### config.mk
export PLATFORM = sky130hd
export DESIGN_NAME = vks_divider
export DESIGN_NICKNAME = d
export VERILOG_FILES = /design/src/rtl/vks_pkg.sv /design/src/rtl/vks_divider.sv
export SDC_FILE = /design/constraint.sdc
export NUM_CORES = 1
export LEC_CHECK = 0
export ABC_AREA = 0
export ABC_CLOCK_PERIOD_IN_PS = 2800
export BUFFER_PORTS_ARGS = -buffer_cell sky130_fd_sc_hd__buf_2
export CORE_MARGIN = 2
export CORE_UTILIZATION = 53
export CTS_CLUSTER_DIAMETER = 60
export DETAILED_ROUTE_END_ITERATION = 7
export GPL_ROUTABILITY_DRIVEN = 1
export PLACE_DENSITY = 0.77
export SETUP_SLACK_MARGIN = 0.15
export SYNTH_ARGS = -nofsm -noshare
export SYNTH_HDL_FRONTEND = slang
export SYNTH_SLANG_ARGS = --single-unit
export TNS_END_PERCENT = 1
### constraint.sdc
create_clock -name clk -period 2.8 [get_ports clk]
set_input_delay 0.14 -clock clk [delete_from_list [all_inputs] [get_ports clk]]
set_output_delay 0.14 -clock clk [all_outputs]
set_load 0.03 [all_outputs]
### src/rtl/vks_pkg.sv
// Shared types, constants and state encoding for the vec3 keyframe sampler.
package vks_pkg;

    localparam int MAX_KEYS_DEF   = 64;
    localparam int RATIO_BITS_DEF = 16;
    localparam int DATA_W         = 32;
    localparam int KEY_COUNT_W    = 7;
    localparam int KEY_INDEX_W    = 6;
    localparam int APB_ADDR_W     = 3;

    localparam logic REQ_WRITE  = 1'b0;
    localparam logic REQ_SAMPLE = 1'b1;

    // Register index, taken from the word part of the byte address.
    localparam logic REG_KEY_COUNT = 1'b0;

    typedef struct packed {
        logic                     req_type;
        logic [KEY_INDEX_W-1:0]   key_index;
        logic signed [DATA_W-1:0] key_time;
        logic signed [DATA_W-1:0] key_x;
        logic signed [DATA_W-1:0] key_y;
        logic signed [DATA_W-1:0] key_z;
        logic                     key_step;
        logic signed [DATA_W-1:0] sample_time;
    } req_t;

    typedef struct packed {
        logic                     sample_valid;
        logic signed [DATA_W-1:0] out_x;
        logic signed [DATA_W-1:0] out_y;
        logic signed [DATA_W-1:0] out_z;
    } res_t;

    typedef struct packed {
        logic signed [DATA_W-1:0] key_time;
        logic signed [DATA_W-1:0] key_x;
        logic signed [DATA_W-1:0] key_y;
        logic signed [DATA_W-1:0] key_z;
        logic                     key_step;
    } key_entry_t;

    typedef enum logic [3:0] {
        ST_IDLE,
        ST_CHK_FIRST,
        ST_CHK_LAST,
        ST_SEARCH,
        ST_SEARCH_CMP,
        ST_RD_A,
        ST_RD_B,
        ST_GOT_B,
        ST_DIV,
        ST_MUL,
        ST_ADD
    } state_t;

    typedef enum logic [1:0] {
        LANE_X,
        LANE_Y,
        LANE_Z
    } lane_t;

endpackage

### src/rtl/vks_divider.sv
// Restoring divider producing a saturated RATIO_BITS-wide fraction, one bit per cycle.
module vks_divider #(
    parameter int RATIO_BITS = vks_pkg::RATIO_BITS_DEF
) (
    input  logic                          clk,
    input  logic                          rst_n,
    input  logic                          start,
    input  logic [vks_pkg::DATA_W-1:0]    dividend,
    input  logic [vks_pkg::DATA_W-1:0]    divisor,
    output logic                          done,
    output logic [RATIO_BITS-1:0]         quotient
);

    localparam int DW = vks_pkg::DATA_W;
    localparam int CW = $clog2(RATIO_BITS);

    logic              run_reg, run_next;
    logic              done_reg, done_next;
    logic [CW-1:0]     cnt_reg, cnt_next;
    logic [DW-1:0]     rem_reg, rem_next;
    logic [DW-1:0]     div_reg, div_next;
    logic [RATIO_BITS-1:0] quot_reg, quot_next;

    logic [DW:0] shifted;
    logic [DW:0] trial;
    logic        fits;

    assign shifted = {rem_reg, 1'b0};
    assign trial   = shifted - {1'b0, div_reg};
    assign fits    = shifted >= {1'b0, div_reg};

    always_comb
    begin
        run_next  = run_reg;
        done_next = 1'b0;
        cnt_next  = cnt_reg;
        rem_next  = rem_reg;
        div_next  = div_reg;
        quot_next = quot_reg;
        if (start)
        begin
            div_next = divisor;
            rem_next = dividend;
            cnt_next = '0;
            // A ratio of one or more saturates to the largest fraction.
            if (dividend >= divisor)
            begin
                quot_next = '1;
                done_next = 1'b1;
                run_next  = 1'b0;
            end
            else
            begin
                quot_next = '0;
                run_next  = 1'b1;
            end
        end
        else if (run_reg)
        begin
            rem_next  = fits ? trial[DW-1:0] : shifted[DW-1:0];
            quot_next = {quot_reg[RATIO_BITS-2:0], fits};
            cnt_next  = cnt_reg + CW'(1);
            if (cnt_reg == CW'(RATIO_BITS - 1))
            begin
                run_next  = 1'b0;
                done_next = 1'b1;
            end
        end
    end

    always_ff @(posedge clk or negedge rst_n)
    begin
        if (!rst_n)
        begin
            run_reg  <= 1'b0;
            done_reg <= 1'b0;
            cnt_reg  <= '0;
        end
        else
        begin
            run_reg  <= run_next;
            done_reg <= done_next;
            cnt_reg  <= cnt_next;
        end
    end

    always_ff @(posedge clk)
    begin
        rem_reg  <= rem_next;
        div_reg  <= div_next;
        quot_reg <= quot_next;
    end

    assign done     = done_reg;
    assign quotient = quot_reg;

endmodule

==> metrics <==
CTS tree=done; Rows=39; WHS=between 90 and 100 ps; area grow syn2layout=31.0%; RR Endpoint=rem_reg[16]; post-detail-place hpwl=approximately 11000 um; Tmin final=2970 ps; grt ovf=0; CP startpoint kind=flip-flop; hold path depth=3; CTS Sinks=86; worst vdd ir=roughly 570 uV; Min-Delay Endpoint=rem_reg[0]; main combinational cell family by area after synthesis=compound AO/OA/AOI/OAI gates; Compound-Gate Fraction of Synth Area=a little under a fifth; DR vias/cell=roughly 5.7; placed cells=877; Clock power frac=16.0%; Routability Congestion=about 0.85; input/output buffers=83; Tcrit/Tclk final=106%; PnR Total Power=8.01 mW; failing checks=setup timing; Die X=around 110 um; Final Hold Fails=0; worst reg-to-reg path cell count=10; register area share after synthesis=a little over two fifths; Total Nets Final=926; CP max FO=6; fillcell total=815; Final Non-Filler Cells=941; achievable frequency=roughly 340 MHz; Comb power frac=58.0%; ys async rst share=under 10%; internal reg-to-reg setup slack=-170 ps; most frequent cells in the layout=buf_2, edfxtp_1, inv_1; post-synthesis mux area share=between 2 and 2.5%; Post-Syn Area=6110 um^2; cell family with most CP delay=simple AND/OR/NAND/NOR gates; Syn Inst Count=between 600 and 700; CP max stage cell=or4_4; clk buf depth=2; Hold Path Class=input port to flip-flop; Synth Flop Type=edfxtp_1; Routed Antenna Nets=0; worst-margin pin slew=between 600 and 700 ps; Net Count, Synth=between 700 and 800; clk slew on worst S/H paths=roughly 60 ps; final setup fails=25; Worst R2R Start=rem_reg[14]; routed wire length per instance=approximately 17 um; routed via count=5376; Final Util=a little over two thirds; Synth Area in Simple Gates=a little over an eighth; Final Max Tran Viols=0; global-route wire length before repair=~24000 um; DRC Markers=0; Final WS setup=-165 ps; gr usage total=approximately a quarter; Crit Path Category=flip-flop to flip-flop; post-synthesis adder-cell area fraction=a little over an eighth; clk root buf=clkbuf_16; Post-synth EDFFs=80; min-delay src=dividend[0]; Lkg Pwr=around 3.8 nW; Skew-Pair Late Insertion Delay=about 350 ps; synthesized area per cell=about 9.6 um^2; Post-Synth XOR/XNOR Area=3.44%; Synth Warn #=0; Die Height=between 100 and 150 um; pwr dens=roughly 1000 nW/um^2; outcome=finished, violations left; # H-tree levels=3; Net Switching=3.17 mW; sequential power share=about a quarter; cell internal pwr=just under 5 mW; Critical Path Max Stage Delay=around 580 ps; Worst Path Buf+Inv=2; largest net degree at the start of global routing=36; pre-CTS setup slack=-98.9 ps; unrepaired setup endpoints after global routing=yes; total length of routed wires=between 15000 and 20000 um; critical path, cell by cell=ha_4, nand4_1, or4_4, a211oi_4, o211ai_2, nand3_4, buf_6, buf_12, mux2i_4, a21oi_2; Yosys cell types=60; Post-Route Skew=approximately 5.3 ps; Crit. End Element=flip-flop; starting DRC count in detailed routing=between 400 and 500; layout cells sized above 1=between 20% and 30%; 1st-pass router iterations=5; Core ar.=between 10000 and 15000 um^2; Net Sw Frac=between 30% and 40%; Num CTS Buffers=9; Max-slew headroom=57.2%; Die ar.=between 10000 and 15000 um^2; CP Data Required Time=~2900 ps; vias in the first global route=5226; CP Data Arrival Time=around 3100 ps; number of max-cap violations=0; diode count=0; initial antenna violation count=0; Yosys reg bits=86; Initial Util=a little over half; commonest non-fill, non-tap cell in the layout=buf_2; # IOs=between 80 and 90
worst reg2reg max path, stage by stage (launching register included):
cell      delay (ps)
edfxtp_1         440
ha_4             330
nand4_1          150
or4_4            580
a211oi_4         270
o211ai_2         150
nand3_4          180
buf_6            140
buf_12           130
mux2i_4          260
a21oi_2           80
per-layer routing:
layer	share of wire, %	track usage, %	vias up
met5	0	0	-
met4	1.5	5.51	0
met3	5.2	4.57	18
met2	51	42.4	185
met1	42	30.2	2578
li1	-	-	2595
repair_timing:
action | in CTS | in global routing
pin swaps | 1 | 34
hold endpoints to repair | 38 | 0
hold buffers | 33 | 0
cloned | 0 | 3
resized for setup | 5 | 55
buffers inserted | 1 | 11
setup endpoints to repair | 28 | 50
Yosys cell counts, types with 3 or more instances:
cell type	number	area share (%)
a21oi_2	4	0.57
o21a_1	8	0.98
buf_4	4	0.49
a21oi_1	53	4.3
edfxtp_1	80	39
nand2b_1	3	0.31
clkbuf_1	11	0.68
o21ai_0	34	2.8
nor3b_1	5	0.61
dfrtp_1	6	2.5
and3_1	3	0.31
or3_1	3	0.31
a221o_1	3	0.49
a21o_1	32	3.9
nand3_1	16	1.3
nor2_1	53	3.3
nand4_1	12	1.2
buf_2	6	0.49
nor3_1	11	0.90
o31ai_1	3	0.37
o2111ai_1	3	0.43
inv_1	76	4.7
xor2_1	5	0.72
o21bai_1	5	0.61
a31oi_1	6	0.61
ha_1	65	13
and2_1	4	0.41
nand2_1	48	2.9
xnor2_1	19	2.7
mux2i_1	13	2.1
nor2b_1	5	0.51
power groups by stage:
| stage | logic [mW] | clock network [mW] | registers (mW) |
|---|---|---|---|
| 2_1_floorplan | 2.67 | 0 | 2.12 |
| 3_3_place_gp | 3.71 | 0 | 2.05 |
| 3_5_place_dp | 3.82 | 0 | 2.06 |
| 4_1_cts | 3.94 | 1.30 | 2.05 |
| 5_1_grt | 5.05 | 1.34 | 2.12 |
| 6_report | 4.65 | 1.28 | 2.09 |
cells by family (layout without fill, tap and decap cells):
group                      after synthesis  in the layout
xor gates and xnor gates                24             24
and+or+nand+nor                        169            169
muxes                                   15             15
DFF                                     86             86
adders and majority gates               66             66
AOI/OAI and AO/OA                      176            176
buffers and inverters                   99            262
per-stage QoR:
| step | setup TNS, ps | area (um^2) |
|---|---|---|
| CTS | 0 | 7620 |
| global placement | -10.9 | 6930 |
| global route | -4780 | 8000 |
| detailed placement | -335 | 6930 |
| floorplan | 0 | 6130 |
| finish | -2360 | 8000 |
final cells by class:
class	count	area, um^2	share of cell area [%]
inverters	77	289	3.61
clock inverters	6	86.3	1.08
well taps	143	179	2.24
clock buffers	10	229	2.86
flip-flops and latches	86	2550	31.9
repair buffers	169	1250	15.6
multi-input cells	450	3420	42.7
worst max-delay path by stage:
stage,from,end,slack (ps),cells past startpoint
after floorplan,rem_reg[19],rem_reg[25],130,10
after global placement,rem_reg[21],rem_reg[25],-10,9
after detailed placement,rem_reg[0],rem_reg[26],-100,11
after CTS,rem_reg[21],rem_reg[16],6,9
after global routing,rem_reg[14],rem_reg[16],-240,10
final,rem_reg[14],rem_reg[16],-170,10
No activity file was read; power rests on OpenSTA's default activity.
